==> src/rtl/scae_pkg.sv <==
package scae_pkg;

    // operation codes
    localparam logic [1:0] OP_ENCODE     = 2'd0;
    localparam logic [1:0] OP_LOAD_REF   = 2'd1;
    localparam logic [1:0] OP_RESET_STEP = 2'd2;

    // coding modes; the fourth code runs as 2-bit
    localparam logic [1:0] MODE_4BIT   = 2'd0;
    localparam logic [1:0] MODE_2P6BIT = 2'd1;
    localparam logic [1:0] MODE_2BIT   = 2'd2;

    localparam logic [2:0] TOP_4BIT   = 3'd3;
    localparam logic [2:0] TOP_2P6BIT = 3'd4;
    localparam logic [2:0] TOP_2BIT   = 3'd5;

    localparam logic [7:0] PRED_RESET = 8'd128;
    localparam logic [7:0] PRED_MAX   = 8'hFF;

    // step adjustments, two's complement
    localparam logic [1:0] DN = 2'b11;
    localparam logic [1:0] KP = 2'b00;
    localparam logic [1:0] UP = 2'b01;

    localparam logic [5:0] MAG4 [0:3][0:7] = '{
        '{6'd0, 6'd1,  6'd2,  6'd3,  6'd4,  6'd5,  6'd6,  6'd7},
        '{6'd1, 6'd3,  6'd5,  6'd7,  6'd9,  6'd11, 6'd13, 6'd15},
        '{6'd2, 6'd6,  6'd10, 6'd14, 6'd18, 6'd22, 6'd26, 6'd30},
        '{6'd4, 6'd12, 6'd20, 6'd28, 6'd36, 6'd44, 6'd52, 6'd60}
    };
    localparam logic [1:0] ADJ4 [0:3][0:7] = '{
        '{KP, KP, KP, KP, KP, UP, UP, UP},
        '{DN, KP, KP, KP, KP, UP, UP, UP},
        '{DN, KP, KP, KP, KP, UP, UP, UP},
        '{DN, KP, KP, KP, KP, KP, KP, KP}
    };
    localparam logic [5:0] MAG26 [0:4][0:3] = '{
        '{6'd0, 6'd1,  6'd2,  6'd3},
        '{6'd1, 6'd3,  6'd5,  6'd7},
        '{6'd2, 6'd6,  6'd10, 6'd14},
        '{6'd4, 6'd12, 6'd20, 6'd28},
        '{6'd5, 6'd15, 6'd25, 6'd35}
    };
    localparam logic [1:0] ADJ26 [0:4][0:3] = '{
        '{KP, KP, KP, UP},
        '{DN, KP, KP, UP},
        '{DN, KP, KP, UP},
        '{DN, KP, KP, UP},
        '{DN, KP, KP, KP}
    };
    localparam logic [5:0] MAG2 [0:5][0:1] = '{
        '{6'd0,  6'd1},
        '{6'd1,  6'd3},
        '{6'd2,  6'd6},
        '{6'd4,  6'd12},
        '{6'd8,  6'd24},
        '{6'd16, 6'd48}
    };
    localparam logic [1:0] ADJ2 [0:5][0:1] = '{
        '{KP, UP},
        '{DN, UP},
        '{DN, UP},
        '{DN, UP},
        '{DN, UP},
        '{DN, KP}
    };

endpackage

==> src/rtl/scae_if.sv <==
interface scae_in_if;
    logic       valid;
    logic       ready;
    logic [1:0] operation;
    logic [7:0] sample;
    logic       narrow_slot;

    modport source (output valid, output operation, output sample, output narrow_slot,
                    input ready);
    modport sink (input valid, input operation, input sample, input narrow_slot,
                  output ready);
endinterface

interface scae_out_if;
    logic       valid;
    logic       ready;
    logic [3:0] code;

    modport source (output valid, output code, input ready);
    modport sink (input valid, input code, output ready);
endinterface

interface scae_cfg_if;
    logic       valid;
    logic       ready;
    logic [1:0] coding_mode;

    modport source (output valid, output coding_mode, input ready);
    modport sink (input valid, input coding_mode, output ready);
endinterface

==> src/rtl/sound_card_adpcm_encoder.sv <==
// ADPCM encoder, 8-bit unsigned samples to 4-bit, 2.6-bit or 2-bit codes.
//
// Channels:
//   samples : input words {operation, sample, narrow_slot}. Operation 0 encodes
//             a sample and yields one code word; 1 loads a reference byte and
//             zeroes the step; 2 sets the step to the top of the mode's table; 3 does nothing.
//   codes   : output words {code}, one per encoded sample, in order.
//   cfg     : writes coding_mode; always ready. Write it only while idle.
// Timing: a word accepted on samples is held in the input register; its code is
// loaded into the result register when the word advances and is offered on
// codes from there. One word per cycle is sustained while codes is not stalled;
// the rate is set by the predictor/step update loop through the state
// registers.
// Stall: while codes is held off, the result register keeps its code and the
// input register holds the next word; samples.ready drops once both are full.
// Words that make no code move on even while codes is stalled.
// Reset: predictor 128, step 0, carried error 0, last code 0, mode 4-bit,
// both registers empty.
module sound_card_adpcm_encoder
    import scae_pkg::*;
(
    input  logic         clk,
    input  logic         rst_n,
    scae_in_if.sink      samples,
    scae_out_if.source   codes,
    scae_cfg_if.sink     cfg
);

    logic       in_valid_reg;
    logic [1:0] op_reg;
    logic [7:0] sample_reg;
    logic       narrow_reg;

    logic       out_valid_reg;
    logic [3:0] code_reg;

    logic [1:0] coding_mode_reg;
    logic [7:0] predictor_reg;
    logic [2:0] step_index_reg;
    logic [6:0] carried_error_reg;
    logic [1:0] last_code_reg;

    logic       advance;
    logic       accept;

    logic [2:0]        top;
    logic [2:0]        step_eff;
    logic [7:0]        diff8;
    logic              use_err;
    logic signed [9:0] d_sum;
    logic [2:0]        shamt;
    logic signed [9:0] q;
    logic              neg;
    logic [9:0]        q_abs;
    logic [2:0]        ebits;
    logic [6:0]        err_mask;
    logic [2:0]        mag3;
    logic [1:0]        mag2b;
    logic              mag1;
    logic [2:0]        code26;
    logic [5:0]        amount;
    logic [1:0]        adj;
    logic [3:0]        code_next;
    logic [1:0]        last_code_next;
    logic signed [9:0] pred_sum;
    logic [7:0]        predictor_next;
    logic signed [3:0] step_sum;
    logic [2:0]        step_next;
    logic [6:0]        carried_error_next;

    // an encode word needs room in the result register; others just retire
    assign advance = in_valid_reg &&
                     (op_reg != OP_ENCODE || !out_valid_reg || codes.ready);
    assign samples.ready = !in_valid_reg || advance;
    assign accept = samples.valid && samples.ready;

    assign codes.valid = out_valid_reg;
    assign codes.code  = code_reg;
    assign cfg.ready   = 1'b1;

    always_comb
    begin
        unique case (coding_mode_reg)
            MODE_4BIT:   top = TOP_4BIT;
            MODE_2P6BIT: top = TOP_2P6BIT;
            default:     top = TOP_2BIT;
        endcase
        step_eff = (step_index_reg > top) ? top : step_index_reg;

        unique case (coding_mode_reg)
            MODE_4BIT:   use_err = (step_eff < 3'd3);
            MODE_2P6BIT: use_err = (step_eff < 3'd2);
            default:     use_err = (step_eff == 3'd0);
        endcase

        // wrapped 8-bit difference, doubled
        diff8 = sample_reg - predictor_reg;
        d_sum = $signed({diff8[7], diff8, 1'b0})
              + $signed(use_err ? {3'b000, carried_error_reg} : 10'd0);
        shamt = step_eff + 3'd1;
        q     = d_sum >>> shamt;
        neg   = q[9];
        q_abs = neg ? $unsigned(-q) : $unsigned(q);

        unique case (coding_mode_reg)
            MODE_4BIT:   ebits = step_eff + 3'd1;
            MODE_2P6BIT: ebits = step_eff + (narrow_reg ? 3'd2 : 3'd1);
            default:     ebits = step_eff;
        endcase
        err_mask = (7'd1 << ebits) - 7'd1;
        carried_error_next = d_sum[6:0] & err_mask;

        mag3  = (q_abs > 10'd7) ? 3'd7 : q_abs[2:0];
        mag2b = (q_abs > 10'd3) ? 2'd3 : q_abs[1:0];
        // ring suppression: a positive one after code 3 at the top step
        mag1  = (q_abs != 10'd0) &&
                !(step_eff == TOP_2BIT && q_abs == 10'd1 && last_code_reg == 2'd3 && !neg);

        code26 = {neg, mag2b};
        if (narrow_reg)
        begin
            code26 = code26 & 3'b110;
        end

        last_code_next = last_code_reg;
        unique case (coding_mode_reg)
            MODE_4BIT:
            begin
                amount    = MAG4[step_eff[1:0]][mag3];
                adj       = ADJ4[step_eff[1:0]][mag3];
                code_next = {neg, mag3};
            end
            MODE_2P6BIT:
            begin
                amount    = MAG26[step_eff][code26[1:0]];
                adj       = ADJ26[step_eff][code26[1:0]];
                code_next = {1'b0, code26};
            end
            default:
            begin
                amount         = MAG2[step_eff][mag1];
                adj            = ADJ2[step_eff][mag1];
                code_next      = {2'b00, neg, mag1};
                last_code_next = {neg, mag1};
            end
        endcase

        pred_sum = $signed({2'b00, predictor_reg})
                 + (neg ? -$signed({4'b0000, amount}) : $signed({4'b0000, amount}));
        if (pred_sum < 0)
        begin
            predictor_next = 8'd0;
        end
        else if (pred_sum > $signed({2'b00, PRED_MAX}))
        begin
            predictor_next = PRED_MAX;
        end
        else
        begin
            predictor_next = pred_sum[7:0];
        end

        step_sum = $signed({1'b0, step_eff}) + $signed({{2{adj[1]}}, adj});
        if (step_sum < 0)
        begin
            step_next = 3'd0;
        end
        else if (step_sum[2:0] > top)
        begin
            step_next = top;
        end
        else
        begin
            step_next = step_sum[2:0];
        end
    end

    always_ff @(posedge clk or negedge rst_n)
    begin
        if (!rst_n)
        begin
            in_valid_reg      <= 1'b0;
            out_valid_reg     <= 1'b0;
            coding_mode_reg   <= MODE_4BIT;
            predictor_reg     <= PRED_RESET;
            step_index_reg    <= 3'd0;
            carried_error_reg <= 7'd0;
            last_code_reg     <= 2'd0;
        end
        else
        begin
            if (cfg.valid && cfg.ready)
            begin
                coding_mode_reg <= cfg.coding_mode;
            end

            if (accept)
            begin
                in_valid_reg <= 1'b1;
            end
            else if (advance)
            begin
                in_valid_reg <= 1'b0;
            end

            if (advance && op_reg == OP_ENCODE)
            begin
                out_valid_reg <= 1'b1;
            end
            else if (codes.ready)
            begin
                out_valid_reg <= 1'b0;
            end

            if (advance)
            begin
                unique case (op_reg)
                    OP_ENCODE:
                    begin
                        predictor_reg     <= predictor_next;
                        step_index_reg    <= step_next;
                        carried_error_reg <= carried_error_next;
                        last_code_reg     <= last_code_next;
                    end
                    OP_LOAD_REF:
                    begin
                        predictor_reg  <= sample_reg;
                        step_index_reg <= 3'd0;
                    end
                    OP_RESET_STEP:
                    begin
                        step_index_reg <= top;
                    end
                    default:
                    begin
                    end
                endcase
            end
        end
    end

    always_ff @(posedge clk)
    begin
        if (accept)
        begin
            op_reg     <= samples.operation;
            sample_reg <= samples.sample;
            narrow_reg <= samples.narrow_slot;
        end
        if (advance && op_reg == OP_ENCODE)
        begin
            code_reg <= code_next;
        end
    end

    // step never leaves the largest table
    a_step_range: assert property (@(posedge clk) disable iff (!rst_n)
        step_index_reg <= TOP_2BIT)
        else $error("step index out of range");

    // an encode word always lands in the result register
    a_encode_out: assert property (@(posedge clk) disable iff (!rst_n)
        (advance && op_reg == OP_ENCODE) |=> out_valid_reg)
        else $error("encoded word lost");

    // words without a code never create one
    a_no_spurious: assert property (@(posedge clk) disable iff (!rst_n)
        (advance && op_reg != OP_ENCODE && (!out_valid_reg || codes.ready))
        |=> !out_valid_reg)
        else $error("code word invented");

    // a held input word is not dropped
    a_hold_in: assert property (@(posedge clk) disable iff (!rst_n)
        (in_valid_reg && !advance) |=> in_valid_reg)
        else $error("input word dropped");

endmodule

==> src/flat_wrapper.sv <==
// flat-port wrapper written by rule: the top's interface ports become plain ports
module sound_card_adpcm_encoder_flat import scae_pkg::*;
  (clk, rst_n, samples_valid, samples_operation, samples_sample, samples_narrow_slot, samples_ready, codes_valid, codes_code, codes_ready, cfg_valid, cfg_coding_mode, cfg_ready);
  scae_in_if samples_i ();
  scae_out_if codes_i ();
  scae_cfg_if cfg_i ();
  input  logic clk;
  input  logic rst_n;
  input wire logic [$bits(samples_i.valid)-1:0] samples_valid;
  input wire logic [$bits(samples_i.operation)-1:0] samples_operation;
  input wire logic [$bits(samples_i.sample)-1:0] samples_sample;
  input wire logic [$bits(samples_i.narrow_slot)-1:0] samples_narrow_slot;
  output wire logic [$bits(samples_i.ready)-1:0] samples_ready;
  output wire logic [$bits(codes_i.valid)-1:0] codes_valid;
  output wire logic [$bits(codes_i.code)-1:0] codes_code;
  input wire logic [$bits(codes_i.ready)-1:0] codes_ready;
  input wire logic [$bits(cfg_i.valid)-1:0] cfg_valid;
  input wire logic [$bits(cfg_i.coding_mode)-1:0] cfg_coding_mode;
  output wire logic [$bits(cfg_i.ready)-1:0] cfg_ready;
  assign samples_i.valid = samples_valid;
  assign samples_i.operation = samples_operation;
  assign samples_i.sample = samples_sample;
  assign samples_i.narrow_slot = samples_narrow_slot;
  assign samples_ready = samples_i.ready;
  assign codes_valid = codes_i.valid;
  assign codes_code = codes_i.code;
  assign codes_i.ready = codes_ready;
  assign cfg_i.valid = cfg_valid;
  assign cfg_i.coding_mode = cfg_coding_mode;
  assign cfg_ready = cfg_i.ready;
  sound_card_adpcm_encoder u_core (.clk(clk), .rst_n(rst_n), .samples(samples_i), .codes(codes_i), .cfg(cfg_i));
endmodule
==> config.mk <==
export PLATFORM = sky130hd
export DESIGN_NAME = sound_card_adpcm_encoder_flat
export DESIGN_NICKNAME = d
export VERILOG_FILES = /design/src/rtl/scae_pkg.sv /design/src/rtl/scae_if.sv /design/src/rtl/sound_card_adpcm_encoder.sv /design/src/flat_wrapper.sv
export SDC_FILE = /design/constraint.sdc
export NUM_CORES = 1
export LEC_CHECK = 0
export BUFFER_PORTS_ARGS = -buffer_cell sky130_fd_sc_hd__buf_2
export CORE_MARGIN = 2
export CORE_UTILIZATION = 30
export DETAILED_ROUTE_END_ITERATION = 12
export MAX_ROUTING_LAYER = met4
export SLEW_MARGIN = 20
export SYNTH_ARGS = -nofsm -noshare
export SYNTH_HDL_FRONTEND = slang
export SYNTH_SLANG_ARGS = --single-unit
==> constraint.sdc <==
create_clock -name clk -period 12.4 [get_ports clk]
set_clock_uncertainty 0.15 [all_clocks]
set_input_delay 2.48 -clock clk [delete_from_list [all_inputs] [get_ports clk]]
set_output_delay 2.48 -clock clk [all_outputs]
set_load 0.05 [all_outputs]
# Word level (Yosys, flattened, before mapping)
# Memory sizes are Yosys's and may differ from the RTL's.
# Index checks and enable logic that the tools add are counted.
[totals] ff_bits=39 mem_bits_ro=384 n_memories=4 elab_cells=137 out_inout_bits=7 input_bits=18
[memory_table] memory="(name not given)" depth=8 width=24 rd=1 rd_ports_with_merged_regs=0 wr=0 line="sound_card_adpcm_encoder.sv:135" source="amount = MAG26[step_eff][code26[1:0]];"
[memory_table] memory="(name not given)" depth=8 width=12 rd=1 rd_ports_with_merged_regs=0 wr=0 line="sound_card_adpcm_encoder.sv:141" source="amount = MAG2[step_eff][mag1];"
[memory_table] memory="(name not given)" depth=8 width=8 rd=1 rd_ports_with_merged_regs=0 wr=0 line="sound_card_adpcm_encoder.sv:136" source="adj = ADJ26[step_eff][code26[1:0]];"
[memory_table] memory="(name not given)" depth=8 width=4 rd=1 rd_ports_with_merged_regs=0 wr=0 line="sound_card_adpcm_encoder.sv:142" source="adj = ADJ2[step_eff][mag1];"
[classes] addsub=9 muxes=56 shifts=2 eq_ne=6 bitwise_logic=7 n_lt_le_gt_ge=14 n_reduce_logical=28
[ops] cell="48-bit binary-select mux with 2-bit select" n=1
[ops] cell="48-bit 2-to-1 mux" n=2
[ops] cell="24-bit 2-to-1 mux" n=2
[ops] cell="6-bit 2-to-1 mux" n=7
[ops] cell="16-bit binary-select mux with 2-bit select" n=1
[ops] cell="16-bit 2-to-1 mux" n=2
[ops] cell="8-bit 2-to-1 mux" n=4
[ops] cell="12-bit 2-to-1 mux" n=2
[ops] cell="10-bit 2-to-1 mux" n=2
[ops] cell="6-bit binary-select mux with 3-bit select" n=1
[ops] cell="2-bit 2-to-1 mux" n=9
[ops] cell="8-bit case mux with 2 select lines" n=1
[ops] cell="6-bit binary-select mux with 2-bit select" n=1
[ops] cell="3-bit 2-to-1 mux" n=4
[ops] cell="3-bit case mux with 2 select lines" n=2
[ops] cell="6-bit case mux with 2 select lines" n=1
[ops] cell="9-bit by 10-bit adder with 10-bit output" n=1
[ops] cell="9-bit by 8-bit adder with 10-bit output" n=1
[ops] cell="10-bit by 1-bit equality test with 1-bit output, second input constant" n=1
[ops] cell="10-bit by 2-bit > comparator with 1-bit output, second input constant" n=1
[ops] cell="10-bit by 3-bit > comparator with 1-bit output, second input constant" n=1
[ops] cell="10-bit by 9-bit > comparator with 1-bit output, second input constant" n=1
[ops] cell="10-bit by 1-bit < comparator with 1-bit output, second input constant" n=1
[ops] cell="10-bit negator" n=1
[ops] cell="other kinds (42)" n=72

# Depth between registers and ports, before layout
[logic_depth] depth_word=29 depth_mapped=56 depth_no_buf=50

# Worst setup path after synthesis
# Ideal clock, no wire load.
[synth_path] path_type="register to register" start="register u_core.coding_mode_reg[0]" end="register u_core.predictor_reg[7]" setup_ps=98 path_slack_ps=1902 path_buffers=6 path_stages_with_launch=52 required_time_ps=12152 t_arrival_ps=10249 period_less_slack_ps=10498 path_cell_list="dfrtp_1 clkbuf_1 or2_2 clkbuf_1 inv_2 clkbuf_1 ha_1 and3_1 a21oi_2 mux2i_2 inv_2 buf_2 buf_1 ha_1 nand3_1 nand3_1 and2_1 ha_1 [... 16 more ...] nor4_2 ha_1 nor2_1 xnor2_1 ha_1 nor2b_1 o21ai_0 nand2b_1 a21o_1 nand2_1 a21oi_1 o21ai_0 nand2b_1 nand2_1 a31oi_1 nor4_1 nor2_1 a221oi_1"
[synth_between] elab_chain_len=29
[synth_rtl] item="start, declared" line="sound_card_adpcm_encoder.sv:37" source="logic [1:0] coding_mode_reg;"
[synth_rtl] item="start signal, assigned" line="sound_card_adpcm_encoder.sv:194" source="coding_mode_reg <= cfg.coding_mode;"
[synth_rtl] item="parallel branches: the longest is 23 deep, another holds 9-bit by 8-bit adder with 10-bit output"
[synth_rtl] item="10-bit 2-to-1 mux *" line="sound_card_adpcm_encoder.sv:149" source="+ (neg ? -$signed({4'b0000, amount}) : $signed({4'b0000, amount}));"
[synth_rtl] item="9-bit by 10-bit adder with 10-bit output *" line="sound_card_adpcm_encoder.sv:149"
[synth_rtl] item="10-bit by 9-bit > comparator with 1-bit output" line="sound_card_adpcm_encoder.sv:154" source="else if (pred_sum > $signed({2'b00, PRED_MAX}))"
[synth_rtl] item="8-bit 2-to-1 mux" line="sound_card_adpcm_encoder.sv:154"
[synth_rtl] item="8-bit 2-to-1 mux *" line="sound_card_adpcm_encoder.sv:150" source="if (pred_sum < 0)"
[synth_rtl] item="8-bit case mux with 2 select lines *" line="sound_card_adpcm_encoder.sv:217" source="unique case (op_reg)"
[synth_rtl] item="end signal, assigned" line="sound_card_adpcm_encoder.sv:220" source="predictor_reg <= predictor_next;"
[synth_rtl] item="end signal, assigned" line="sound_card_adpcm_encoder.sv:227" source="predictor_reg <= sample_reg;"
[synth_rtl] item="end, declared" line="sound_card_adpcm_encoder.sv:38" source="logic [7:0] predictor_reg;"
# Mark *: on every way between the ends. The select of a mux whose other input is x is not followed.
# A chain may end at the register's enable or synchronous reset.

# Worst setup path in the final report
[layout_path] start="register u_core.coding_mode_reg[0]" end="register u_core.predictor_reg[0]"
# The elaborated chain is that of the path after synthesis.

==> impl_metrics.py <==
metrics = {
    "die": {
        "fp.dieH_um": 136.1,
        "coreArea_sq_um": 17180,
        "start_util": 0.3049,
        "ios": 25,
        "num_rows": 48,
        "die_x_um": 136.1,
        "die_area_sq_um": 18530,
    },
    "yosys": {
        "synth.ff_latch_count": 39,
        "synth.area.mux_share": 0.04706,
        "yosysWarnings": 0,
        "syn_area_sq_um": 5238,
        "synth_edf_count": 15,
        "synth-compound-area-share": 0.2974,
        "syn_inst": 647,
        "seq_area_frac_synth": 0.2009,
        "ys_async_sr_fraction": 0.6154,
        "synth_top_family_by_area": "compound AO/OA/AOI/OAI gates",
        "ys.flop_type": "dfrtp_1",
        "syn_avg_cell_area_sq_um": 8.095,
        "syn-num-nets": 717,
        "yosys.area_share.simple": 0.2296,
        "synth-xor-area-share": 0.03655,
        "yosys.area_share.adder": 0.1314,
        "ys_types": 100,
    },
    "final_layout": {
        "drive_gt1_frac": 0.1317,
        "fillerInstances": 1840,
        "fin_nets": 722,
        "n_antenna_cell": 0,
        "final_area_sq_um": 5743,
        "final_cells": 878,
        "utilization": 0.3344,
        "syn2layout_area_growth_pct": 9.651,
    },
    "sta": {
        "maxSlewViolCount": 0,
        "finalSetupViolCount": 0,
        "slew_headroom": 0.4264,
        "rsz0062_at_grt": "false",
        "period_needed_ns": 11.29,
        "hold_violations": 0,
        "clock.fmax_mhz": 88.59,
        "period_share": 0.9103,
        "setup_tns_ns": 0,
        "tightestPinTransition_ns": 0.8603,
    },
    "clock_tree": {
        "cts.sinks": 39,
        "ctsHoldBuffers": 0,
        "cts_buffers": 5,
        "cts_tree": "yes",
        "ctsResizeCount": 0,
        "cts-root-buf": "clkbuf_16",
        "clk_transition_reported_paths_ns": 0.06,
        "cts_buffer_depth": 2,
        "cts.htree.levels": 2,
        "clock_latency_ns": 0.28,
        "postCtsSetupBuffers": 0,
    },
    "drt": {
        "firstDrtPassIters": 5,
        "drt-initial-drc-count": 368,
        "vias": 4921,
        "drc_errors": 0,
        "postRouteAntennaNets": 0,
        "routedWlPerCell_um": 16.89,
        "vias_per_cell": 5.605,
        "totalWireLength_um": 14830,
    },
    "critical_path": {
        "ff2ff_setup_slack_ns": 1.11,
        "crit_arrival_ns": 11.28,
        "path_class": "register to register",
        "critPathSlowestCell": "dfrtp_1",
        "cp_common_cell": "ha_1",
        "cpPeakStageDelay_ns": 0.67,
        "crit_fanout": 17,
        "crit_path_end_kind": "register",
        "critPathRequiredTime_ns": 12.39,
        "critPathLaunchType": "register",
    },
    "placement": {
        "globalplace.congestion": 1.001,
        "numPortBuffers": 23,
        "dp_hpwl_um": 11610,
        "placed_area_sq_um": 5542,
        "dp_cells": 870,
    },
    "global_routing": {
        "grt_usage": 0.1690,
        "overflow": 0,
        "grt_pass1_wl_um": 24190,
        "grt_max_degree": 30,
        "antenna_found_initial": 0,
        "grt_pass1_vias": 4734,
    },
    "worst_hold_path": {
        "hold_path.class": "register to register",
    },
    "run": {
        "cap_violations": 0,
    },
    "status": {
        "status": "finished, final reports clean",
    },
}
cells in the final DEF, fill, tap and decap left out, types with 9 or more instances in the layout:
cell	count
nand3_1	14
mux2i_1	12
ha_1	47
nand2_1	68
nand2b_1	10
a211oi_1	10
dfrtp_1	23
nor3_1	16
xnor2_1	10
o31ai_1	9
a21o_1	12
buf_2	23
o21a_1	10
a31oi_1	12
xor2_1	10
nor2b_1	9
o21ai_0	24
and2_1	12
edfxtp_1	15
inv_1	36
a21oi_1	41
nor2_1	56
critical path, delay by kind of cell (launching register included):
kind	cells	cell delay, ns
and+or+nand+nor	24	5.75
AOI/OAI and AO/OA	10	2.52
DFF	1	0.67
buffers and inverters	2	0.38
adders and majority gates	5	1.29
xor gates and xnor gates	1	0.24
muxes	1	0.14
final timing paths:
kind                                        startpoint                     endpoint  cells past startpoint
setup / recovery             u_core.coding_mode_reg[0]      u_core.predictor_reg[0]                     43
hold / removal             u_core.carried_error_reg[3]  u_core.carried_error_reg[3]                      2
setup reg to reg             u_core.coding_mode_reg[0]      u_core.predictor_reg[0]                     43
hold reg to reg            u_core.carried_error_reg[3]  u_core.carried_error_reg[3]                      2
max in group asynchronous                        rst_n  u_core.carried_error_reg[0]                      1
min in group asynchronous                        rst_n          u_core.in_valid_reg                      1
area by class of cell:
| class | count | area (sq um) | share of cell area |
|---|---|---|---|
| multi-input combinational | 536 | 3899 | 0.6789 |
| timing repair buffer | 30 | 167.7 | 0.02919 |
| sequential | 39 | 1052 | 0.1832 |
| clock buffer | 5 | 125.1 | 0.02179 |
| tap | 225 | 281.5 | 0.04902 |
| inverter | 40 | 150.1 | 0.02614 |
| clock inverter | 3 | 67.56 | 0.01176 |
per-stage QoR:
| step | hold WS (ns) | worst slack (ns) |
|---|---|---|
| after floorplan | 0.2902 | 1.902 |
| after global placement | 0.3038 | 1.221 |
| after detailed placement | 0.3175 | 1.181 |
| after CTS | 0.3314 | 1.157 |
| after global routing | 0.3571 | 0.01904 |
| final | 0.3262 | 1.112 |
metal layers:
| metal | wire length (um) | GRT usage | up-vias |
|---|---|---|---|
| met5 | 0 | - | - |
| met4 | 469 | 0.06713 | 0 |
| met3 | 957 | 0.02908 | 32 |
| met2 | 6785 | 0.2571 | 165 |
| met1 | 6616 | 0.2231 | 2295 |
| li1 | - | - | 2429 |
Yosys cell counts, types with 14 or more instances:
| master | count | area [sq um] |
|---|---|---|
| inv_1 | 36 | 135.1 |
| nor2_1 | 56 | 210.2 |
| edfxtp_1 | 15 | 450.4 |
| nand3_1 | 14 | 70.07 |
| ha_1 | 47 | 588.1 |
| nor3_1 | 16 | 80.08 |
| clkbuf_1 | 20 | 75.07 |
| o21ai_0 | 24 | 120.1 |
| dfrtp_1 | 23 | 575.6 |
| nand2_1 | 68 | 255.2 |
| a21oi_1 | 41 | 205.2 |
cells by family (layout without fill, tap and decap cells):
kind of cell / count (synthesis) / after routing
AND/OR/NAND/NOR: 235 / 235
adder cells (fa/ha/maj): 52 / 52
XOR/XNOR: 21 / 21
flip-flops: 39 / 39
multiplexers: 21 / 21
buffers and inverters: 72 / 78
AO/OA/AOI/OAI: 206 / 206
other: 1 / 1
Power is not shown: default switching activity piles up to over one toggle a cycle in this logic, so the estimate is an artifact.
